`src/sv/tptt_pkg.sv`:
```
package tptt_pkg;

    // Address split: page number in the upper byte, offset in the lower byte
    localparam int ADDR_W     = 16;
    localparam int OFFSET_W   = 8;
    localparam int PAGE_NUM_W = 8;
    localparam int FRAME_W    = 8;
    localparam int PAGE_SPAN  = 256;  // number of page codes in the address

    // Result flags on m_tuser, lowest bit up
    localparam int USER_W        = 2;
    localparam int USER_TLB_HIT  = 0;
    localparam int USER_FAULT    = 1;

    // TLB lookup answer
    typedef struct packed {
        logic               hit;
        logic [FRAME_W-1:0] frame;
    } tlb_result_t;

    // Page-table read answer
    typedef struct packed {
        logic               present;
        logic [FRAME_W-1:0] frame;
    } pt_result_t;

endpackage

```
`src/sv/tptt_tlb.sv`:
```
module tptt_tlb #(
    parameter int TLB_ENTRIES = 16,
    parameter int PG_W        = 8
) (
    input  logic                       aclk,
    input  logic                       aresetn,
    input  logic [PG_W-1:0]            lookup_page,
    output tptt_pkg::tlb_result_t      lookup,
    input  logic                       fill_en,
    input  logic [PG_W-1:0]            fill_page,
    input  logic [tptt_pkg::FRAME_W-1:0] fill_frame
);
    import tptt_pkg::*;

    localparam int IDX_W = (TLB_ENTRIES > 1) ? $clog2(TLB_ENTRIES) : 1;

    logic [TLB_ENTRIES-1:0] valid_reg;
    logic [PG_W-1:0]        tag_reg   [TLB_ENTRIES];
    logic [FRAME_W-1:0]     frame_reg [TLB_ENTRIES];
    logic [IDX_W-1:0]       ptr_reg;
    logic [IDX_W-1:0]       ptr_next;
    logic [TLB_ENTRIES-1:0] match;

    // Parallel tag compare; at most one entry matches, so an OR of the
    // masked frames picks it
    always_comb begin
        lookup.hit   = 1'b0;
        lookup.frame = '0;
        for (int i = 0; i < TLB_ENTRIES; i++) begin
            match[i]     = valid_reg[i] && (tag_reg[i] == lookup_page);
            lookup.hit   = lookup.hit | match[i];
            lookup.frame = lookup.frame | (frame_reg[i] & {FRAME_W{match[i]}});
        end
    end

    // Round-robin insert pointer
    always_comb begin
        if (ptr_reg == IDX_W'(TLB_ENTRIES - 1)) begin
            ptr_next = '0;
        end else begin
            ptr_next = ptr_reg + 1'b1;
        end
    end

    always_ff @(posedge aclk) begin
        if (!aresetn) begin
            valid_reg <= '0;
            ptr_reg   <= '0;
        end else if (fill_en) begin
            valid_reg[ptr_reg] <= 1'b1;
            ptr_reg            <= ptr_next;
        end
    end

    // Entry payload
    always_ff @(posedge aclk) begin
        if (fill_en) begin
            tag_reg[ptr_reg]   <= fill_page;
            frame_reg[ptr_reg] <= fill_frame;
        end
    end

endmodule

```
`src/sv/tptt_page_table.sv`:
```
module tptt_page_table #(
    parameter int NUM_PAGES = 256,
    parameter int PG_W      = 8
) (
    input  logic                         aclk,
    input  logic                         aresetn,
    input  logic                         rd_en,
    input  logic [PG_W-1:0]              rd_addr,
    output tptt_pkg::pt_result_t         rd_data,
    input  logic                         wr_en,
    input  logic [PG_W-1:0]              wr_addr,
    input  logic [tptt_pkg::FRAME_W-1:0] wr_frame
);
    import tptt_pkg::*;

    logic [FRAME_W-1:0]   frame_mem [NUM_PAGES];
    logic [NUM_PAGES-1:0] present_reg;
    logic                 rd_present_reg;
    logic [FRAME_W-1:0]   rd_frame_reg;

    // Present bits clear at reset; frame store has no reset
    always_ff @(posedge aclk) begin
        if (!aresetn) begin
            present_reg <= '0;
        end else if (wr_en) begin
            present_reg[wr_addr] <= 1'b1;
        end
    end

    always_ff @(posedge aclk) begin
        if (rd_en) begin
            rd_present_reg <= present_reg[rd_addr];
        end
    end

    // Synchronous frame memory, one write and one registered read port
    always_ff @(posedge aclk) begin
        if (wr_en) begin
            frame_mem[wr_addr] <= wr_frame;
        end
        if (rd_en) begin
            rd_frame_reg <= frame_mem[rd_addr];
        end
    end

    assign rd_data.present = rd_present_reg;
    assign rd_data.frame   = rd_frame_reg;

endmodule

```
`src/sv/tlb_page_table_translator.sv`:
```
// Translates 16-bit logical addresses (page in the upper byte, offset in the
// lower byte) to physical addresses through a fully associative TLB backed by
// a page table. A transaction first reads the page-table memory (synchronous
// read), then compares the TLB tags, picks the frame, fills the TLB on a TLB
// miss and writes the page table on a fault. One address is in flight at a
// time; the next is accepted the cycle after the result is loaded into the
// output register, while that result waits for the consumer. A fault hands
// out the next frame from a counter that wraps at NUM_FRAMES; TLB fills go to
// a round-robin slot. tlb_hit and pt_fault are never both set.
module tlb_page_table_translator #(
    parameter int NUM_PAGES   = 256,
    parameter int NUM_FRAMES  = 256,
    parameter int TLB_ENTRIES = 16
) (
    input  logic                        aclk,
    input  logic                        aresetn,
    input  logic                        s_tvalid,
    output logic                        s_tready,
    input  logic [tptt_pkg::ADDR_W-1:0] s_tdata,   // [15:0] logical_addr
    output logic                        m_tvalid,
    input  logic                        m_tready,
    output logic [tptt_pkg::ADDR_W-1:0] m_tdata,   // [15:0] physical_addr
    output logic [tptt_pkg::USER_W-1:0] m_tuser    // [0] tlb_hit, [1] pt_fault
);
    import tptt_pkg::*;

    localparam int PG_W = $clog2(NUM_PAGES);
    localparam int FR_W = $clog2(NUM_FRAMES);

    typedef enum logic {
        ST_IDLE,
        ST_RESOLVE
    } state_t;

    state_t                state_reg;
    logic [PG_W-1:0]       page_reg;
    logic [OFFSET_W-1:0]   offset_reg;
    logic [FR_W-1:0]       frame_ctr_reg;
    logic [FR_W-1:0]       frame_ctr_next;
    logic                  m_valid_reg;
    logic [ADDR_W-1:0]     m_data_reg;
    logic [USER_W-1:0]     m_user_reg;

    logic [PG_W-1:0]       wrap_tbl [PAGE_SPAN];
    logic [PG_W-1:0]       in_page;
    logic                  in_accept;
    logic                  out_free;
    logic                  resolve;
    logic                  fault;
    logic [FRAME_W-1:0]    frame_sel;
    logic [FRAME_W-1:0]    new_frame;
    tlb_result_t           tlb_res;
    pt_result_t            pt_res;

    // Page number folded into the table range
    for (genvar g = 0; g < PAGE_SPAN; g++) begin : g_wrap
        assign wrap_tbl[g] = PG_W'(g % NUM_PAGES);
    end
    assign in_page = wrap_tbl[s_tdata[ADDR_W-1:OFFSET_W]];

    assign s_tready  = (state_reg == ST_IDLE);
    assign in_accept = s_tvalid && s_tready;
    assign out_free  = !m_valid_reg || m_tready;
    assign resolve   = (state_reg == ST_RESOLVE) && out_free;

    // Frame selection: TLB, then page table, else a fresh frame
    assign new_frame = FRAME_W'(frame_ctr_reg);
    assign fault     = !tlb_res.hit && !pt_res.present;
    always_comb begin
        priority if (tlb_res.hit) begin
            frame_sel = tlb_res.frame;
        end else if (pt_res.present) begin
            frame_sel = pt_res.frame;
        end else begin
            frame_sel = new_frame;
        end
    end

    always_comb begin
        if (frame_ctr_reg == FR_W'(NUM_FRAMES - 1)) begin
            frame_ctr_next = '0;
        end else begin
            frame_ctr_next = frame_ctr_reg + 1'b1;
        end
    end

    tptt_tlb #(
        .TLB_ENTRIES (TLB_ENTRIES),
        .PG_W        (PG_W)
    ) u_tlb (
        .aclk        (aclk),
        .aresetn     (aresetn),
        .lookup_page (page_reg),
        .lookup      (tlb_res),
        .fill_en     (resolve && !tlb_res.hit),
        .fill_page   (page_reg),
        .fill_frame  (frame_sel)
    );

    tptt_page_table #(
        .NUM_PAGES (NUM_PAGES),
        .PG_W      (PG_W)
    ) u_page_table (
        .aclk      (aclk),
        .aresetn   (aresetn),
        .rd_en     (in_accept),
        .rd_addr   (in_page),
        .rd_data   (pt_res),
        .wr_en     (resolve && fault),
        .wr_addr   (page_reg),
        .wr_frame  (new_frame)
    );

    // Control: state, frame counter, output valid
    always_ff @(posedge aclk) begin
        if (!aresetn) begin
            state_reg     <= ST_IDLE;
            frame_ctr_reg <= '0;
            m_valid_reg   <= 1'b0;
        end else begin
            unique case (state_reg)
                ST_IDLE: begin
                    if (in_accept) begin
                        state_reg <= ST_RESOLVE;
                    end
                end
                ST_RESOLVE: begin
                    if (resolve) begin
                        state_reg <= ST_IDLE;
                        if (fault) begin
                            frame_ctr_reg <= frame_ctr_next;
                        end
                    end
                end
                default: begin
                    state_reg <= ST_IDLE;
                end
            endcase
            // New result loads the output; otherwise it drains when taken
            if (resolve) begin
                m_valid_reg <= 1'b1;
            end else if (m_tready) begin
                m_valid_reg <= 1'b0;
            end
        end
    end

    // Payload registers
    always_ff @(posedge aclk) begin
        if (in_accept) begin
            page_reg   <= in_page;
            offset_reg <= s_tdata[OFFSET_W-1:0];
        end
        if (resolve) begin
            m_data_reg               <= {frame_sel, offset_reg};
            m_user_reg[USER_TLB_HIT] <= tlb_res.hit;
            m_user_reg[USER_FAULT]   <= fault;
        end
    end

    assign m_tvalid = m_valid_reg;
    assign m_tdata  = m_data_reg;
    assign m_tuser  = m_user_reg;

endmodule
```
`config.mk`:
```
export PLATFORM = sky130hd
export DESIGN_NAME = tlb_page_table_translator
export DESIGN_NICKNAME = d
export VERILOG_FILES = /design/src/sv/tptt_pkg.sv /design/src/sv/tptt_tlb.sv /design/src/sv/tptt_page_table.sv /design/src/sv/tlb_page_table_translator.sv
export SDC_FILE = /design/constraint.sdc
export NUM_CORES = 2
export LEC_CHECK = 0
export BUFFER_PORTS_ARGS = -buffer_cell sky130_fd_sc_hd__buf_4
export CAP_MARGIN = 10
export CORE_ASPECT_RATIO = 0.8
export CORE_MARGIN = 2
export CORE_UTILIZATION = 48
export CTS_BUF_LIST = sky130_fd_sc_hd__clkbuf_16
export CTS_CLUSTER_SIZE = 16
export DETAILED_ROUTE_END_ITERATION = 7
export GPL_ROUTABILITY_DRIVEN = 0
export MAX_ROUTING_LAYER = met4
export PLACE_DENSITY = 0.6
export SLEW_MARGIN = 20
export SYNTH_ARGS = -nofsm -noshare
export SYNTH_HDL_FRONTEND = slang
export SYNTH_HIERARCHICAL = 1
export SYNTH_SLANG_ARGS = --single-unit
```
`constraint.sdc`:
```
create_clock -name aclk -period 10.75 [get_ports aclk]
set_clock_uncertainty 0.1 [all_clocks]
set_input_delay 0.5375 -clock aclk [delete_from_list [all_inputs] [get_ports aclk]]
set_output_delay 0.5375 -clock aclk [all_outputs]
set_load 0.05 [all_outputs]
```
Word level (Yosys, flattened, before mapping)
Memories as Yosys holds them, arrays and structs flattened. A register that Yosys moved wholly into a read port is not among the register bits.
Cells that the tools add are included.
- register bits after elaboration: 321
- bits in latches: 0
- RAM bits: 2304
- bits in read-only memories: 2048
- bits of input ports: 20
- output and inout bits: 20
- memories kept: 4
- memories (name ; depth ; width ; read ports ; clocked after memory_dff ; write ports ; RTL line ; source):
    (name not given) ; 256 ; 8 ; 1 ; 0 ; 0 ; tlb_page_table_translator.sv:59 ; assign in_page = wrap_tbl[s_tdata[ADDR_W-1:OFFSET_W]];
    u_page_table.frame_mem ; 256 ; 8 ; 1 ; 1 ; 1 ; tptt_page_table.sv:16 ; logic [FRAME_W-1:0] frame_mem [NUM_PAGES];
    u_tlb.frame_reg ; 16 ; 8 ; 16 ; 0 ; 1 ; tptt_tlb.sv:19 ; logic [FRAME_W-1:0] frame_reg [TLB_ENTRIES];
    u_tlb.tag_reg ; 16 ; 8 ; 16 ; 0 ; 1 ; tptt_tlb.sv:18 ; logic [PG_W-1:0] tag_reg [TLB_ENTRIES];
- $add $sub $neg: 2
- multiply operators: 0
- div/mod/pow operators: 0
- order comparisons: 6
- equality and inequality tests: 18
- shift-type cells: 0
- mux-type cells: 21
- bitwise operators: 50
- reductions and logical operators: 29
- operators by type and width (cell ; number):
    bitwise OR 256 bit ; 1
    AND 8 bit ; 16
    equality test 8 bit ; 16
    bitwise OR 8 bit ; 15
    2-to-1 mux 8 bit ; 5
    logical AND 1 bit ; 23
    less-than comparator 8 x 9 -> 1 bit, second input constant ; 2
    bitwise OR 16 bit ; 1
    bitwise OR 1 bit ; 15
    2-to-1 mux 1 bit ; 11
    >= comparator 9 bit, second input constant ; 1
    inverter 8 -> 9 bit ; 1
    adder 8 x 1 -> 8 bit, second input constant ; 1
    binary-select mux 1 bit (select 8 bit) ; 1
    demux 1 bit (select 8 bit) ; 1
    equality test 8 bit, second input constant ; 1
    >= comparator 8 x 1 -> 1 bit, second input constant ; 1
    less-than comparator 4 x 5 -> 1 bit, second input constant ; 1
    adder 4 x 1 -> 4 bit, second input constant ; 1
    demux 1 bit (select 4 bit) ; 1
    equality test 4 bit, second input constant ; 1
    >= comparator 4 x 1 -> 1 bit, second input constant ; 1
    2-to-1 mux 4 bit ; 1
    zero test 1 bit ; 3
    5 further kinds ; 5

Logic depth before layout (Yosys ltp)
An unclocked memory read counts as a cell.
- word-level depth: 23
- mapped depth: 18
- gate-level depth less buffers: 12

Cells and area by module
Netlist, hierarchy kept.
- modules (own cells, without submodules) (module ; times used ; cells an instance ; area each (um2)):
    tptt_page_table ; 1 ; 4507 ; 88886.5
    tptt_tlb ; 1 ; 697 ; 11298.3
    tlb_page_table_translator ; 1 ; 117 ; 1696.6

Worst setup path before layout
Ideal clock, no wire load.
- path kind: register -> register
- from: reg frame_ctr_reg[1]
- to: reg frame_ctr_reg[6]
- setup time: 137 ps
- data arrival time: 5011 ps
- setup slack: 5502 ps
- stages on the path, launching flop included: 6
- buffers on the path: 0
- cell sequence: dfxtp_1 ha_1 nand2_1 or4_4 o211ai_2 o31ai_2
- cells in the longest elaborated chain, start to end: 2
- elaborated cells on any way between the ends: 3
- those cells by class: add/sub (1); eq/ne (1); mux (1)
- RTL lines (what ; RTL line ; source):
    from (decl) ; tlb_page_table_translator.sv:38 ; logic [FR_W-1:0] frame_ctr_reg;
    from (signal assigned) ; tlb_page_table_translator.sv:131 ; frame_ctr_reg <= frame_ctr_next;
    adder 8 x 1 -> 8 bit or equality test 8 bit (tied branches) ; tlb_page_table_translator.sv:83, tlb_page_table_translator.sv:80 ;
    2-to-1 mux 8 bit * ; tlb_page_table_translator.sv:80 ; if (frame_ctr_reg == FR_W'(NUM_FRAMES - 1)) begin
Mark *: on every way between the ends. The rest lies on a longest branch, timed or not.
A chain may end at the register's enable or synchronous reset.

==> impl_metrics.csv <==
group,metric,value,unit
clocking,clk_root_buffer_cell,"clkbuf_16",
floorplan,die-area,0.2160,mm²
critical_path,worst-endpoint-arrival,6750,ps
power,power_after_layout,20.54,mW
timing,unrepaired_setup_endpoints_after_global_routing,"false",
power,max-vdd-ir-drop,145.5,µV
grt,global_route.overflow_total,0,
clocking,clk_latency,880,ps
floorplan,start_util,0.4819,
grt,number_of_global_route_vias_before_repair,51410,
floorplan,ios,40,
synthesis,ys_seq_elements,2633,
clocking,cts_buffer_depth,4,
final_layout,largest_reg_flops,2048,
final_layout,share_of_cells_above_drive_strength_1,0.1901,
synthesis,netlist-cell-type-count,79,
flow_run,max_cap_viol_count,0,
synthesis,ys_seq_area_frac,0.7480,
route,drt.antenna.violating_nets,0,
route,initial_drt_markers,7068,
synthesis,synth-edff-count,2347,
placement,portBuffers,39,
timing,final_critical_path_setup_slack,4435,ps
worst_hold_path,hold_path_class,"input pin to register",
placement,post-place-ws,4502,ps
route,drc,0,
timing,totalNegativeSetupSlack,0,ps
clocking,cts_num_sinks,2633,
synthesis,syn_nets,5346,
floorplan,core.rowCount,151,
critical_path,timing.reg2reg.setup_slack,4430,ps
synthesis,syn_inst,5321,
grt,globalRouteTotalUtil,0.2513,
timing,min_period,6315,ps
grt,grt_first_pass_wirelength,382000,µm
synthesis,yosys_warnings,6,
power,power-per-cell-area,181.6,mW/mm²
synthesis,synthArstFlopShare,0,
clocking,path_clk_slew,70,ps
clocking,post-cts-setup-buffers,0,
route,drt_pre_antenna_iters,6,
timing,finalSetupViolations,0,
timing,maxSlewHeadroom,0.2241,
final_layout,mostFrequentLayoutCells,"2347 x edfxtp_1, 479 x mux4_2, 307 x nor2_1",
clocking,clock_tree_from_tritoncts,"built",
floorplan,die_y,416.1,µm
timing,worstMarginPinSlew,1155,ps
synthesis,dominantRegCellSynth,"edfxtp_1",
critical_path,crit_type,"register to register",
critical_path,worstSetupEndpointType,"register",
timing,slew_viol_final,0,
worst_hold_path,worst_hold_path.num_cells,1,
power,power.static_leakage,38.41,nW
floorplan,design.core.area,0.2114,mm²
grt,grt_start_max_net_pins,173,
clocking,inserted_clock_buffers,249,
clocking,cts_htree_levels,4,
route,drt_wl_total,266100,µm
outcome,run_status,"finished clean",
critical_path,required_time_reported_for_the_critical_path_endpoint,11180,ps
route,wire_per_inst,31.38,µm
final_layout,mostFrequentLayoutCell,"edfxtp_1",
route,vias_per_cell,6.254,
critical_path,worstPathMaxFanout,33,
final_layout,area_delta_synth_final,11.03,%
timing,clock.fmax,0.1584,GHz
synthesis,synth_area_per_cell,19.15,µm²
timing,hold_violations,0,
timing,post-route-period-util,0.5875,
synthesis,syn_area,0.1019,mm²
grt,grt_antenna_before_repair,15,
critical_path,ff2ff_path_depth,14,
critical_path,cp-start-kind,"register",
floorplan,die-width,519.1,µm
placement,post-dp-hpwl,159000,µm
route,route.vias.total,53020,
final_layout,nets,5449,
==> per-stage QoR <==
step,area [µm²],hold slack [ps],util,std cells
2_1_floorplan,101900,300.3,-,5321
3_3_place_gp,104900,301.5,0.4963,7992
3_5_place_dp,104900,305.4,0.4964,7993
4_1_cts,113100,18.45,0.5349,8468
5_1_grt,113100,36.76,0.5350,8474
6_report,113100,75.02,0.5350,8478
==> what timing repair did <==
action | 4_1_cts | 5_1_grt
hold endpoints to repair | 10 | 0
hold buffers | 10 | 0
resized for setup | 0 | 0
==> layer usage <==
layer,share of wire,track usage,routed length (µm),vias to the layer above
met1,0.44,0.3799,117600,28110
met5,0,-,0,-
met2,0.44,0.3500,116500,2555
met4,0.023,0.06378,6056,0
li1,-,-,-,21960
met3,0.097,0.05047,25890,394
==> worst paths after layout <==
kind,start,to
max,page_reg[4]$_DFFE_PP_,u_page_table/frame_mem[208][4]$_DFFE_PP_
min,s_tdata[14],page_reg[6]$_DFFE_PP_
min reg2reg,offset_reg[3]$_DFFE_PP_,m_tdata[3]$_DFFE_PP_
max reg2reg,page_reg[4]$_DFFE_PP_,u_page_table/frame_mem[208][4]$_DFFE_PP_
==> area by class of cell <==
cell class	count	area (µm²)
timing repair buffer	177	1496
fill	16440	98300
inverter	8	30.03
antenna	10	25.02
clock buffer	254	6356
sequential	2633	76230
clock inverter	211	1690
multi-input combinational	2355	23740
tap	2830	3541
==> Yosys cell counts, types with 72 or more instances <==
library cell     n  area (µm²)
a21oi_1         96       480.5
a22oi_1        171        1284
clkbuf_1       161       604.3
dfxtp_1        286        5725
edfxtp_1      2347       70480
mux2i_1        210        2102
mux4_2         479       10790
nand2_1         86       322.8
nand3_1         72       360.4
nor2_1         310        1164
o21a_1         272        2042
xor2_1          75       656.9
==> report_power, final <==
part	internal, mW	switching (mW)	leakage, nW	total (mW)
Clock	4.92	3.79	4.14	8.71
Combinational	0.228	0.536	7.90	0.764
Sequential	11.1	0.0164	26.4	11.1
==> cells by family (layout without fill, tap and decap cells) <==
kind of cell,after synthesis,in the layout,share of synthesized area
DFF,2633,2633,0.7480
AOI/OAI and AO/OA,805,805,0.05788
and+or+nand+nor,722,722,0.03559
muxes,689,689,0.1265
buffers and inverters,333,650,0.01970
xor gates and xnor gates,134,134,0.01174
adders and majority gates,5,5,0.0006140
other,0,10,0
==> worst max-delay path, stage by stage, from the launching register on <==
cell and delay, ps:
edfxtp_1 500, buf_4 490, xor2_1 210, nor4_1 100, and4_1 290, nor4_1 350
nand4_1 130, buf_4 230, or2_4 270, inv_1 90, nand3_1 270, inv_1 670
nand3_1 920, buf_4 550, nor2_1 680
(Power assumes the default switching activity.)
